[src/rtl/blpf_pkg.sv]
// Shared types and constants for the binary load packet framer.
`timescale 1ns / 1ps
`default_nettype none

package blpf_pkg;

    localparam logic [7:0] SOH   = 8'd1;
    localparam int         CSLEN = 1024;
    localparam int         LEN_W = 6;

    localparam logic REQ_DATA = 1'b0;
    localparam logic REQ_END  = 1'b1;

    typedef enum logic [1:0] {
        ST_IDLE,
        ST_EVAL,
        ST_STORE,
        ST_PKT
    } t_state;

    typedef enum logic [1:0] {
        AF_STORE,
        AF_EMPTY,
        AF_DONE
    } t_after;

    typedef enum logic [2:0] {
        P_SOH,
        P_LEN,
        P_ADR,
        P_DATA,
        P_CK,
        P_END,
        P_ERR
    } t_phase;

    typedef struct packed {
        logic             start;
        logic             err;
        logic             last;
        logic [31:0]      addr;
        logic [LEN_W-1:0] len;
    } t_pkt_req;

endpackage

`default_nettype wire

[src/rtl/blpf_if.sv]
// Request and result channel interfaces of the binary load packet framer.
`timescale 1ns / 1ps
`default_nettype none

interface blpf_in_if;
    logic        valid;
    logic        ready;
    logic        req_type;
    logic [31:0] byte_address;
    logic [7:0]  data_byte;

    modport source (output valid, req_type, byte_address, data_byte, input ready);
    modport sink   (input valid, req_type, byte_address, data_byte, output ready);
endinterface

interface blpf_out_if;
    logic       valid;
    logic       ready;
    logic [7:0] out_byte;
    logic       last;
    logic       no_data_error;

    modport source (output valid, out_byte, last, no_data_error, input ready);
    modport sink   (input valid, out_byte, last, no_data_error, output ready);
endinterface

`default_nettype wire

[src/rtl/blpf_store.sv]
// Packet byte store: one write port, one registered read port.
`timescale 1ns / 1ps
`default_nettype none

module blpf_store #(
    parameter int DEPTH = 32,
    parameter int AW    = 5
) (
    input  wire logic          i_clk,
    input  wire logic          i_we,
    input  wire logic [AW-1:0] i_waddr,
    input  wire logic [7:0]    i_wdata,
    input  wire logic [AW-1:0] i_raddr,
    output logic      [7:0]    o_rdata
);

    logic [7:0] r_mem [DEPTH];

    always_ff @(posedge i_clk) begin
        if (i_we) begin
            r_mem[i_waddr] <= i_wdata;
        end
    end

    always_ff @(posedge i_clk) begin
        o_rdata <= r_mem[i_raddr];
    end

endmodule

`default_nettype wire

[src/rtl/blpf_emit.sv]
// Packet byte sequencer with checksum insertion and the result output register.
`timescale 1ns / 1ps
`default_nettype none

module blpf_emit #(
    parameter int CHECK_INTERVAL = 16,
    parameter int AW             = 5
) (
    input  wire logic                i_clk,
    input  wire logic                i_rst_n,
    input  wire blpf_pkg::t_pkt_req  i_req,
    input  wire logic [7:0]          i_rdata,
    output logic      [AW-1:0]       o_raddr,
    output logic                     o_done,
    blpf_out_if.source               o_out
);

    localparam int CW = (CHECK_INTERVAL > 1) ? $clog2(CHECK_INTERVAL) : 1;
    localparam int LW = blpf_pkg::LEN_W;

    logic                   r_busy, n_busy;
    blpf_pkg::t_phase       r_phase, n_phase;
    logic [1:0]             r_k, n_k;
    logic [AW-1:0]          r_j, n_j;
    logic [CW-1:0]          r_cnt, n_cnt;
    logic [7:0]             r_sum, n_sum;
    logic [LW-1:0]          r_len, n_len;
    logic [31:0]            r_addr, n_addr;
    logic                   r_last, n_last;

    logic                   r_ov;
    logic [7:0]             r_ob;
    logic                   r_ol;
    logic                   r_oe;

    logic                   w_free;
    logic [7:0]             w_byte;
    logic                   w_last;
    logic                   w_err;

    function automatic logic [7:0] word_byte(input logic [31:0] word, input logic [1:0] k);
        logic [7:0] b;
        case (k)
            2'd0:    b = word[31:24];
            2'd1:    b = word[23:16];
            2'd2:    b = word[15:8];
            default: b = word[7:0];
        endcase
        return b;
    endfunction

    assign w_free  = !r_ov || o_out.ready;
    assign o_done  = r_busy && w_free &&
                     (r_phase == blpf_pkg::P_END || r_phase == blpf_pkg::P_ERR);
    assign o_raddr = n_j;

    // Byte presented in the current phase.
    always_comb begin
        w_byte = 8'd0;
        w_last = 1'b0;
        w_err  = 1'b0;
        case (r_phase)
            blpf_pkg::P_SOH:  w_byte = blpf_pkg::SOH;
            blpf_pkg::P_LEN:  w_byte = word_byte(32'(r_len), r_k);
            blpf_pkg::P_ADR:  w_byte = word_byte(r_addr, r_k);
            blpf_pkg::P_DATA: w_byte = i_rdata;
            blpf_pkg::P_CK:   w_byte = 8'd0 - r_sum;
            blpf_pkg::P_END: begin
                w_byte = 8'd0 - r_sum;
                w_last = r_last;
            end
            blpf_pkg::P_ERR: begin
                w_byte = 8'd0;
                w_last = 1'b1;
                w_err  = 1'b1;
            end
            default: w_byte = 8'd0;
        endcase
    end

    // Phase sequencing and counters.
    always_comb begin
        n_busy  = r_busy;
        n_phase = r_phase;
        n_k     = r_k;
        n_j     = r_j;
        n_cnt   = r_cnt;
        n_sum   = r_sum;
        n_len   = r_len;
        n_addr  = r_addr;
        n_last  = r_last;
        if (!r_busy) begin
            if (i_req.start) begin
                n_busy  = 1'b1;
                n_phase = i_req.err ? blpf_pkg::P_ERR : blpf_pkg::P_SOH;
                n_len   = i_req.len;
                n_addr  = i_req.addr;
                n_last  = i_req.last;
                n_k     = 2'd0;
                n_j     = '0;
                n_cnt   = '0;
                n_sum   = 8'd0;
            end
        end else if (w_free) begin
            case (r_phase)
                blpf_pkg::P_SOH: begin
                    n_phase = blpf_pkg::P_LEN;
                    n_k     = 2'd0;
                end
                blpf_pkg::P_LEN: begin
                    n_sum = r_sum + w_byte;
                    n_k   = r_k + 2'd1;
                    if (r_k == 2'd3) begin
                        n_phase = blpf_pkg::P_ADR;
                    end
                end
                blpf_pkg::P_ADR: begin
                    n_sum = r_sum + w_byte;
                    n_k   = r_k + 2'd1;
                    if (r_k == 2'd3) begin
                        n_phase = (r_len == '0) ? blpf_pkg::P_END : blpf_pkg::P_DATA;
                    end
                end
                blpf_pkg::P_DATA: begin
                    n_sum = r_sum + w_byte;
                    if (LW'(r_j) + LW'(1) == r_len) begin
                        n_phase = blpf_pkg::P_END;
                    end else begin
                        n_j = r_j + AW'(1);
                        if (r_cnt == CW'(CHECK_INTERVAL - 1)) begin
                            n_cnt   = '0;
                            n_phase = blpf_pkg::P_CK;
                        end else begin
                            n_cnt = r_cnt + CW'(1);
                        end
                    end
                end
                blpf_pkg::P_CK: begin
                    n_phase = blpf_pkg::P_DATA;
                end
                blpf_pkg::P_END: begin
                    n_busy  = 1'b0;
                    n_phase = blpf_pkg::P_SOH;
                end
                blpf_pkg::P_ERR: begin
                    n_busy  = 1'b0;
                    n_phase = blpf_pkg::P_SOH;
                end
                default: begin
                    n_busy  = 1'b0;
                    n_phase = blpf_pkg::P_SOH;
                end
            endcase
        end
    end

    always_ff @(posedge i_clk) begin
        if (!i_rst_n) begin
            r_busy  <= 1'b0;
            r_phase <= blpf_pkg::P_SOH;
            r_ov    <= 1'b0;
        end else begin
            r_busy  <= n_busy;
            r_phase <= n_phase;
            if (w_free) begin
                r_ov <= r_busy;
            end
        end
    end

    always_ff @(posedge i_clk) begin
        r_k    <= n_k;
        r_j    <= n_j;
        r_cnt  <= n_cnt;
        r_sum  <= n_sum;
        r_len  <= n_len;
        r_addr <= n_addr;
        r_last <= n_last;
        if (w_free) begin
            r_ob <= w_byte;
            r_ol <= w_last;
            r_oe <= w_err;
        end
    end

    assign o_out.valid         = r_ov;
    assign o_out.out_byte      = r_ob;
    assign o_out.last          = r_ol;
    assign o_out.no_data_error = r_oe;

endmodule

`default_nettype wire

[src/rtl/binary_load_packet_framer.sv]
// Top level of the binary load packet framer: request control and run tracking.
`timescale 1ns / 1ps
`default_nettype none

// The request channel i_in carries a data byte with its 32-bit load address,
// or an end-of-stream marker. The result channel o_out carries the framed
// byte stream, one byte per result, with last set on the final byte caused
// by a request and no_data_error set on the single result that answers an
// end of stream when no data was ever seen.
// A data request that extends the current run is taken in, evaluated and
// written to the packet store and gives no result unless it fills the store.
// A request that closes a packet occupies the block while the packet drains:
// the packet sequencer sends one byte per cycle while the receiver is ready,
// the 9 header bytes, the data bytes with their inserted checksums and the
// closing checksum. N data bytes make 10 + N + (N - 1) / CHECK_INTERVAL
// bytes (10 when empty). The store's single read port is read one entry per
// cycle unless the sequencer waits, one entry ahead of the byte being sent.
// A new request is taken only once the previous one has been fully handled,
// but the last result may still wait in the output register then.
// When the receiver stalls, the output register holds its byte and the
// sequencer waits. Reset clears the run state; the store needs no clearing,
// because entries are read only after they are written in the current run.
module binary_load_packet_framer #(
    parameter int BUFFER_BYTES   = 32,
    parameter int CHECK_INTERVAL = 16
) (
    input  wire logic   i_clk,
    input  wire logic   i_rst_n,
    blpf_in_if.sink     i_in,
    blpf_out_if.source  o_out
);

    localparam int AW = (BUFFER_BYTES > 1) ? $clog2(BUFFER_BYTES) : 1;
    localparam int LW = blpf_pkg::LEN_W;

    blpf_pkg::t_state   r_state, n_state;
    blpf_pkg::t_after   r_after, n_after;
    blpf_pkg::t_pkt_req r_req, n_req;

    logic               r_type;
    logic [31:0]        r_addr;
    logic [7:0]         r_data;

    logic [LW-1:0]      r_fill, n_fill;
    logic [31:0]        r_next, n_next;
    logic               r_seen, n_seen;

    logic               w_accept;
    logic               w_jump;
    logic [31:0]        w_base;
    logic               w_full;
    logic               w_done;
    logic               w_we;
    logic [7:0]         w_rdata;
    logic [AW-1:0]      w_raddr;

    assign i_in.ready = (r_state == blpf_pkg::ST_IDLE);
    assign w_accept   = i_in.valid && i_in.ready;
    assign w_jump     = (r_addr != r_next);
    assign w_base     = w_jump ? r_addr : r_next;
    assign w_full     = (r_fill + LW'(1) == LW'(BUFFER_BYTES));
    assign w_we       = (r_state == blpf_pkg::ST_STORE);

    // Next state.
    always_comb begin
        n_state = r_state;
        case (r_state)
            blpf_pkg::ST_IDLE: begin
                if (w_accept) begin
                    n_state = blpf_pkg::ST_EVAL;
                end
            end
            blpf_pkg::ST_EVAL: begin
                if (r_type == blpf_pkg::REQ_DATA && !(w_jump && r_fill != '0)) begin
                    n_state = blpf_pkg::ST_STORE;
                end else begin
                    n_state = blpf_pkg::ST_PKT;
                end
            end
            blpf_pkg::ST_STORE: begin
                n_state = w_full ? blpf_pkg::ST_PKT : blpf_pkg::ST_IDLE;
            end
            blpf_pkg::ST_PKT: begin
                if (w_done) begin
                    case (r_after)
                        blpf_pkg::AF_STORE: n_state = blpf_pkg::ST_STORE;
                        blpf_pkg::AF_EMPTY: n_state = blpf_pkg::ST_PKT;
                        default:            n_state = blpf_pkg::ST_IDLE;
                    endcase
                end
            end
            default: n_state = blpf_pkg::ST_IDLE;
        endcase
    end

    // Run state updates and packet requests to the sequencer.
    always_comb begin
        n_after     = r_after;
        n_req       = r_req;
        n_req.start = 1'b0;
        n_fill      = r_fill;
        n_next      = r_next;
        n_seen      = r_seen;
        case (r_state)
            blpf_pkg::ST_EVAL: begin
                if (r_type == blpf_pkg::REQ_DATA) begin
                    if (w_jump && r_fill != '0) begin
                        // The run breaks: the pending packet closes this request's
                        // results, since one stored byte cannot fill the store.
                        n_req   = '{start: 1'b1, err: 1'b0, last: 1'b1,
                                    addr: r_next - 32'(r_fill), len: r_fill};
                        n_after = blpf_pkg::AF_STORE;
                        n_fill  = '0;
                    end
                end else begin
                    if (!r_seen) begin
                        n_req   = '{start: 1'b1, err: 1'b1, last: 1'b1,
                                    addr: 32'd0, len: '0};
                        n_after = blpf_pkg::AF_DONE;
                    end else if (r_fill != '0) begin
                        n_req   = '{start: 1'b1, err: 1'b0, last: 1'b0,
                                    addr: r_next - 32'(r_fill), len: r_fill};
                        n_after = blpf_pkg::AF_EMPTY;
                    end else begin
                        n_req   = '{start: 1'b1, err: 1'b0, last: 1'b1,
                                    addr: 32'd0, len: '0};
                        n_after = blpf_pkg::AF_DONE;
                    end
                    n_fill = '0;
                    n_next = 32'd0;
                    n_seen = 1'b0;
                end
            end
            blpf_pkg::ST_STORE: begin
                n_seen = 1'b1;
                n_next = w_base + 32'd1;
                if (w_full) begin
                    n_req   = '{start: 1'b1, err: 1'b0, last: 1'b1,
                                addr: w_base - 32'(r_fill), len: LW'(BUFFER_BYTES)};
                    n_after = blpf_pkg::AF_DONE;
                    n_fill  = '0;
                end else begin
                    n_fill = r_fill + LW'(1);
                end
            end
            blpf_pkg::ST_PKT: begin
                if (w_done && r_after == blpf_pkg::AF_EMPTY) begin
                    // End of stream after data always finishes with an empty packet.
                    n_req   = '{start: 1'b1, err: 1'b0, last: 1'b1,
                                addr: 32'd0, len: '0};
                    n_after = blpf_pkg::AF_DONE;
                end
            end
            default: begin
                n_after = r_after;
            end
        endcase
    end

    always_ff @(posedge i_clk) begin
        if (!i_rst_n) begin
            r_state <= blpf_pkg::ST_IDLE;
            r_req   <= '0;
            r_fill  <= '0;
            r_next  <= 32'd0;
            r_seen  <= 1'b0;
        end else begin
            r_state <= n_state;
            r_req   <= n_req;
            r_fill  <= n_fill;
            r_next  <= n_next;
            r_seen  <= n_seen;
        end
    end

    always_ff @(posedge i_clk) begin
        r_after <= n_after;
        if (w_accept) begin
            r_type <= i_in.req_type;
            r_addr <= i_in.byte_address;
            r_data <= i_in.data_byte;
        end
    end

    blpf_store #(
        .DEPTH (BUFFER_BYTES),
        .AW    (AW)
    ) u_store (
        .i_clk   (i_clk),
        .i_we    (w_we),
        .i_waddr (r_fill[AW-1:0]),
        .i_wdata (r_data),
        .i_raddr (w_raddr),
        .o_rdata (w_rdata)
    );

    blpf_emit #(
        .CHECK_INTERVAL (CHECK_INTERVAL),
        .AW             (AW)
    ) u_emit (
        .i_clk   (i_clk),
        .i_rst_n (i_rst_n),
        .i_req   (r_req),
        .i_rdata (w_rdata),
        .o_raddr (w_raddr),
        .o_done  (w_done),
        .o_out   (o_out)
    );

endmodule

`default_nettype wire

[src/flat_wrapper.sv]
// flat-port wrapper written by rule: the top's interface ports become plain ports
module binary_load_packet_framer_flat 
#(
    parameter int BUFFER_BYTES   = 32,
    parameter int CHECK_INTERVAL = 16
)
  (i_clk, i_rst_n, i_in_valid, i_in_req_type, i_in_byte_address, i_in_data_byte, i_in_ready, o_out_valid, o_out_out_byte, o_out_last, o_out_no_data_error, o_out_ready);
  blpf_in_if i_in_i ();
  blpf_out_if o_out_i ();
  input  wire logic i_clk;
  input  wire logic i_rst_n;
  input wire logic [$bits(i_in_i.valid)-1:0] i_in_valid;
  input wire logic [$bits(i_in_i.req_type)-1:0] i_in_req_type;
  input wire logic [$bits(i_in_i.byte_address)-1:0] i_in_byte_address;
  input wire logic [$bits(i_in_i.data_byte)-1:0] i_in_data_byte;
  output wire logic [$bits(i_in_i.ready)-1:0] i_in_ready;
  output wire logic [$bits(o_out_i.valid)-1:0] o_out_valid;
  output wire logic [$bits(o_out_i.out_byte)-1:0] o_out_out_byte;
  output wire logic [$bits(o_out_i.last)-1:0] o_out_last;
  output wire logic [$bits(o_out_i.no_data_error)-1:0] o_out_no_data_error;
  input wire logic [$bits(o_out_i.ready)-1:0] o_out_ready;
  assign i_in_i.valid = i_in_valid;
  assign i_in_i.req_type = i_in_req_type;
  assign i_in_i.byte_address = i_in_byte_address;
  assign i_in_i.data_byte = i_in_data_byte;
  assign i_in_ready = i_in_i.ready;
  assign o_out_valid = o_out_i.valid;
  assign o_out_out_byte = o_out_i.out_byte;
  assign o_out_last = o_out_i.last;
  assign o_out_no_data_error = o_out_i.no_data_error;
  assign o_out_i.ready = o_out_ready;
  binary_load_packet_framer #(.BUFFER_BYTES(BUFFER_BYTES), .CHECK_INTERVAL(CHECK_INTERVAL)) u_core (.i_clk(i_clk), .i_rst_n(i_rst_n), .i_in(i_in_i), .o_out(o_out_i));
endmodule
[config.mk]
export PLATFORM = sky130hd
export DESIGN_NAME = binary_load_packet_framer_flat
export DESIGN_NICKNAME = d
export VERILOG_FILES = /design/src/rtl/blpf_pkg.sv /design/src/rtl/blpf_if.sv /design/src/rtl/blpf_store.sv /design/src/rtl/blpf_emit.sv /design/src/rtl/binary_load_packet_framer.sv /design/src/flat_wrapper.sv
export SDC_FILE = /design/constraint.sdc
export NUM_CORES = 1
export LEC_CHECK = 0
export BUFFER_PORTS_ARGS = -buffer_cell sky130_fd_sc_hd__buf_2
export CAP_MARGIN = 15
export CORE_ASPECT_RATIO = 0.6
export CORE_MARGIN = 2
export CORE_UTILIZATION = 55
export CTS_CLUSTER_SIZE = 16
export DETAILED_ROUTE_END_ITERATION = 10
export HOLD_SLACK_MARGIN = 0.1
export PLACE_DENSITY = 0.85
export SLEW_MARGIN = 20
export SYNTH_ARGS = -nofsm -noshare
export SYNTH_HDL_FRONTEND = slang
export SYNTH_SLANG_ARGS = --single-unit
[constraint.sdc]
create_clock -name i_clk -period 3.6 [get_ports i_clk]
set_input_delay 0 -clock i_clk [delete_from_list [all_inputs] [get_ports i_clk]]
set_output_delay 0 -clock i_clk [all_outputs]
set_load 0.03 [all_outputs]
Yosys cells after proc, flatten, opt, wreduce, memory -nomap -nowiden --
Memory sizes are Yosys's and may differ from the RTL's. A register that Yosys moved wholly into a read port is not among the register bits. Index checks and enable logic that the tools add are counted.
Word-level totals: bits in registers 198, latch bits 0, RAM bits 256, memory bits (read-only) 0, input port bits 45, output and inout bits 12, logic and storage cells 172, memories kept 1
Operators by class: $add $sub $neg 10, $mul 0, divide/modulo/power cells 0, order comparisons 0, equal/unequal tests 31, shifts and indexed selects 0, mux-type cells 69, bitwise operators 2, reductions and logical operators 33
Memory list:
- u_core.u_store.r_mem | depth 32, bits a word 8, read ports 1, clocked after memory_dff 1, wr ports 1, line blpf_store.sv:17 | logic [7:0] r_mem [DEPTH];
Operators with widths (number):
- $mux 41 | 5
- $pmux 41 s3 | 1
- $mux 32 | 2
- $pmux 32 s2 | 1
- $sub 32x6->32 | 2
- $pmux 8 s5 | 1
- $mux 39 | 1
- $add 32x1->32 const B | 1
- $mux 8 | 4
- $ne 32x32->1 | 1
- $mux 3 | 9
- $mux 5 | 5
- $mux 2 | 12
- $mux 4 | 6
- $mux 6 | 4
- $pmux 8 s3 | 1
- $pmux 3 s5 | 1
- $ne 2x1->1 const B | 6
- $pmux 6 s2 | 1
- $eq 3x3->1 const B | 3
- $mux 1 | 9
- $add 8x8->8 | 1
- $eq 2x2->1 const B | 4
- $pmux 2 s2 | 2
- 37 further kinds | 62

Depth between registers and ports, before layout --
depth after elaboration 8, mapped depth 20, depth with buffers taken out 19

Hierarchy --
From an unflattened synthesis, not the netlist that was laid out.
Second synthesis, totals: cells, all modules 1509, area total of the unflattened synthesis 20656.1 sq um
Modules (own cells, without submodules):
- blpf_store | times used 1, cells each 417, area an instance 10053.4 sq um
- binary_load_packet_framer | times used 1, cells each 770, area an instance 6940.4 sq um
- blpf_emit | times used 1, cells each 322, area an instance 3662.3 sq um

Worst setup path after synthesis --
OpenSTA, ideal clock, no wires.
kind reg-to-reg, start reg u_core.u_emit.r_k[0], end reg u_core.u_emit.r_sum[7], data pin, arrival 3.076 ns, data required time 3.345 ns, path slack 0.269 ns, stages on the path, launching flop included 20, buffers on the path 1, period minus slack after synthesis 3.331 ns, cell sequence edfxtp_1 inv_1 ha_1 clkbuf_1 a222oi_1 nor2_1 a21oi_1 nor2_1 a21oi_1 o22a_1 inv_1 ha_1 a21o_1 a21o_1 a21o_1 a21oi_1 o21bai_1 a21oi_1 xnor2_1 and2_1
Between the ends: cells in the longest elaborated chain, start to end 8, elaborated cells between the ends (all ways) 11
RTL lines:
- start: declaration | line blpf_emit.sv:23 | logic [1:0] r_k, n_k;
- start signal: assignment | line blpf_emit.sv:172 | r_k <= n_k;
- $eq 2x2->1, or another cell as far along | line blpf_emit.sv:43 | case (k)
- $reduce_or 3->1 (no line)
- $mux 6 | line blpf_emit.sv:43
- $pmux 8 s5 (*) | line blpf_emit.sv:62 | case (r_phase)
- net u_core.u_emit.w_byte[1] | line blpf_emit.sv:37 | logic [7:0] w_byte;
- $add 8x8->8 (*) | line blpf_emit.sv:111, blpf_emit.sv:118, blpf_emit.sv:125
- $mux 8 (*)
- $mux 8 (*) | line blpf_emit.sv:104 | end else if (w_free) begin
- $mux 8 (*) | line blpf_emit.sv:92 | if (!r_busy) begin
- end signal: assignment | line blpf_emit.sv:175 | r_sum <= n_sum;
- end: declaration | line blpf_emit.sv:26 | logic [7:0] r_sum, n_sum;
Mark *: on every way through the listed nets, which the timed path passes. The rest lies on a longest branch. The select of a mux whose other input is x is not followed. A chain may end at the register's enable or synchronous reset.

Worst setup path after layout --
start reg u_core.u_emit.r_j[1], end reg u_core.u_store.o_rdata[7], read port of u_core.u_store.r_mem
Between the ends: cells in the longest elaborated chain, start to end 6, elaborated cells between the ends (all ways) 8
RTL lines:
- start: declaration | line blpf_emit.sv:24 | logic [AW-1:0] r_j, n_j;
- start signal: assignment | line blpf_emit.sv:173 | r_j <= n_j;
- $add 5x1->6 | line blpf_emit.sv:126 | if (LW'(r_j) + LW'(1) == r_len) begin
- $eq 6x6->1 | line blpf_emit.sv:126
- $mux 5 | line blpf_emit.sv:126
- $mux 5 | line blpf_emit.sv:105 | case (r_phase)
- $mux 5 | line blpf_emit.sv:104
- $mux 5 (*) | line blpf_emit.sv:92
- end: declaration | line blpf_store.sv:14 | output logic [7:0] o_rdata
Mark *: on every way between the ends. The rest lies on a longest branch, timed or not.

==> impl_metrics.tcl <==
set metrics [dict create \
    status "completed" \
    swShare_pct 34.1 \
    die_area_um2 41800 \
    track_usage_pct 28.5 \
    p_int_mw 10.2 \
    die_x_um 263 \
    synth_edf_count 362 \
    worstSetupPathType "reg2reg" \
    switching_power_mw 5.25 \
    p_leak_nw 8.69 \
    hold_viol_final 0 \
    finalCriticalPeriod_ns 3.49 \
    num_io_pins 57 \
    power_frac_seq_pct 43.6 \
    grt_pass1_vias 15676 \
    max-vdd-ir-drop_v 0.000481 \
    grt_pass1_wl_um 91900 \
    cap_violations 0 \
    crit_path_max_fanout 40 \
    port_buffers 56 \
    via_per_inst 6.37 \
    drcViolationCount 0 \
    antenna_found_initial 4 \
    antenna_cells 0 \
    drt_iter0_drc 2433 \
    dominantRegCellSynth "edfxtp_1" \
    worst_ep_arrival_time_ns 3.96 \
    async_flop_share_pct 0 \
    clk_latency_ns 0.58 \
    start_util_pct 56.1 \
    startpoint_type "flip-flop" \
    detail-route-antenna-nets 0 \
    nFillCells 2895 \
    grt_max_degree 61 \
    vias 17038 \
    ys_seq_area_share_pct 58.3 \
    syn_area_um2 22100 \
    timing.final.crit_share_pct 96.9 \
    cts-root-buf "clkbuf_16" \
    dr.pass1.iters 7 \
    overflow 0 \
    final_layout_size_suffix_gt1_share_pct 11.5 \
    synth_nets 2113 \
    clockBufferDepth 3 \
    die_h_um 159 \
    rsz0062_at_grt "true" \
    routed_wl_um 60700 \
    clock_skew_ns 0.0230 \
    nets 2207 \
    ys_types 75 \
    worst_pin_slew_ns 1.15 \
    cts_buffers 43 \
    ys_ff_latch 462 \
    cts.reportedPaths.clkPinSlew_ns 0.06 \
    synthCells 2026 \
    clkPwrFrac_pct 28.8 \
    required_ns 4.07 \
    htreeDepth 2 \
    syn2layout_area_growth_pct 13.2 \
    num_rows 56 \
    gp_congestion 0.992 \
    hold_path_class "in2reg" \
    detail_route.wl_per_cell_um 22.7 \
    avgSynthCellArea_um2 10.9 \
    slew_viol_final 0 \
    clock.fmax_mhz 287 \
    hold_ws_ns 0.137 \
    place_hpwl_um 42000 \
    end_kind "flip-flop" \
    post_dp_cell_area_um2 23200 \
    cts.sinks 462 \
    relSlewSlack_pct 23.0 \
    pwr-share-comb_pct 27.6 \
    yosys_warnings 0 \
    powerDensity_nw_per_um2 617 \
    final_area_um2 25000 \
    fp.coreArea_um2 39300 \
    cts_tree "done" \
    setup_viol 0 \
]
[cells in the mapped netlist, types with 5 or more instances]
master,count,area share (%)
edfxtp_1,362,49
nand2_1,254,4.3
nand3_1,213,4.8
nor2_1,140,2.4
clkbuf_1,102,1.7
dfxtp_1,100,9.1
xnor2_1,93,3.7
nor2b_1,70,2.0
a22oi_1,65,2.2
a21oi_1,59,1.3
o21ai_0,58,1.3
inv_1,40,0.68
xor2_1,40,1.6
ha_1,39,2.2
nor3_1,30,0.68
o22ai_1,30,0.85
a221o_1,28,1.3
and3_1,25,0.71
buf_2,22,0.50
and2_1,21,0.60
nand4_1,15,0.43
a21o_1,14,0.48
a21boi_0,12,0.41
a21boi_1,11,0.37
a222oi_1,11,0.50
or3_1,11,0.31
nand2b_1,10,0.28
nor4_1,10,0.28
buf_4,9,0.31
o21a_1,8,0.27
or4_1,8,0.27
a2111oi_0,7,0.28
nor3b_1,7,0.24
a31oi_1,6,0.17
buf_1,5,0.085
mux2_2,5,0.26
nand3b_1,5,0.17
o221ai_1,5,0.20
[stage by stage]
step           worst slack [ns]  std cells  util, %  total power, mW  TNS (ns)
3_5_place_dp              0.122       2552     58.9             10.8         0
4_1_cts                  0.0689       2673     63.4             15.2         0
3_3_place_gp              0.176       2549     58.8             10.6         0
5_1_grt                 -0.0527       2675     63.6             16.0   -0.0527
2_1_floorplan             0.269       2026        -             9.35         0
6_report                  0.111       2675     63.6             15.4         0
[power by group through the flow]
stage	clock network, mW	registers, mW	logic (mW)
5_1_grt	4.68	6.73	4.55
6_report	4.43	6.72	4.26
4_1_cts	4.47	6.69	4.08
2_1_floorplan	0	6.57	2.78
3_3_place_gp	0	6.82	3.82
3_5_place_dp	0	6.80	4.01
[registers in the layout (all words and copies together) (netlist names), 3 cells and up]
name / count
u_core.u_emit.r_phase: 3
u_core.r_data: 8
u_core.u_emit.r_j: 5
u_core.r_next: 32
u_core.u_store.o_rdata: 8
u_core.r_req: 41
u_core.u_emit.o_out.out_byte: 8
u_core.u_emit.r_addr: 32
u_core.r_fill: 6
u_core.u_emit.r_sum: 8
u_core.u_emit.r_len: 6
u_core.r_addr: 32
u_core.u_emit.r_cnt: 4
u_core.u_store.r_mem: 256
[worst max-delay path, cell delays in order, from the launching register on]
cell and delay, ns:
dfxtp_1 0.39, ha_1 0.20, buf_4 0.15, nor2_1 0.05, a211o_1 0.33, a31o_2 0.26, a211oi_2 0.28, mux2_2 0.41
inv_2 0.22, buf_12 0.24, buf_4 0.19, nand3_1 0.12, o21ai_0 0.19, a21oi_1 0.16, and3_1 0.17
[logic make-up after synthesis]
| group | after synthesis | share of synthesized area (%) |
|---|---|---|
| AO/OA/AOI/OAI | 364 | 11.8 |
| XOR/XNOR | 133 | 5.28 |
| adder cells (fa/ha/maj) | 42 | 2.48 |
| buffers and inverters | 184 | 3.48 |
| flip-flops | 462 | 58.3 |
| multiplexers | 10 | 0.539 |
| AND/OR/NAND/NOR | 831 | 18.0 |
[layout make-up]
| cell class | count | area, µm² | area share (%) |
|---|---|---|---|
| inverter | 44 | 169 | 0.676 |
| timing repair buffer | 189 | 1480 | 5.94 |
| clock buffer | 51 | 1140 | 4.55 |
| multi-input combinational | 1380 | 8470 | 33.9 |
| clock inverter | 27 | 201 | 0.806 |
| sequential | 462 | 12900 | 51.5 |
| tap | 522 | 653 | 2.61 |
[cells in the final DEF, fill, tap and decap left out, types with 20 or more instances in the layout]
| master | count |
|---|---|
| o21ai_0 | 58 |
| nand3_1 | 212 |
| xor2_1 | 40 |
| edfxtp_1 | 362 |
| a21oi_1 | 58 |
| nand2_1 | 254 |
| nor2_1 | 140 |
| dfxtp_1 | 100 |
| inv_1 | 40 |
| clkbuf_16 | 44 |
| xnor2_1 | 93 |
| ha_1 | 38 |
| a22oi_1 | 65 |
| buf_2 | 56 |
| dlygate4sd3_1 | 43 |
| a221o_1 | 28 |
| and2_1 | 20 |
| nor2b_1 | 70 |
| buf_4 | 81 |
| o22ai_1 | 30 |
| nor3_1 | 30 |
| and3_1 | 25 |
[path summary, 6_finish.rpt]
path / to / from / slack, ns / depth (start not counted)
max reg2reg: u_core.u_store.o_rdata[7] / u_core.u_emit.r_j[1] / 0.11 / 14
min: u_core.r_addr[28] / i_in_byte_address[28] / 0.14 / 2
max: u_core.u_store.o_rdata[7] / u_core.u_emit.r_j[1] / 0.11 / 14
min reg2reg: u_core.u_emit.r_len[5] / u_core.r_req[5] / 0.43 / 0
[metal layers]
metal	vias up	share of wire [%]	global-route usage (%)	wire length (µm)
li1	7590	-	-	-
met1	8138	42	43.3	25300
met2	1194	40	38.3	24300
met3	112	16	10.4	9700
met4	4	2.2	7.05	1320
met5	-	0.038	0	23
[what timing repair did]
| item | 4_1_cts | 5_1_grt |
|---|---|---|
| buffers inserted | 0 | 2 |
| endpoints found under the setup margin | 0 | 12 |
| resized for setup | 0 | 10 |
| endpoints found under the hold margin | 88 | 0 |
| hold buffers | 43 | 0 |
(Power assumes the default switching activity.)
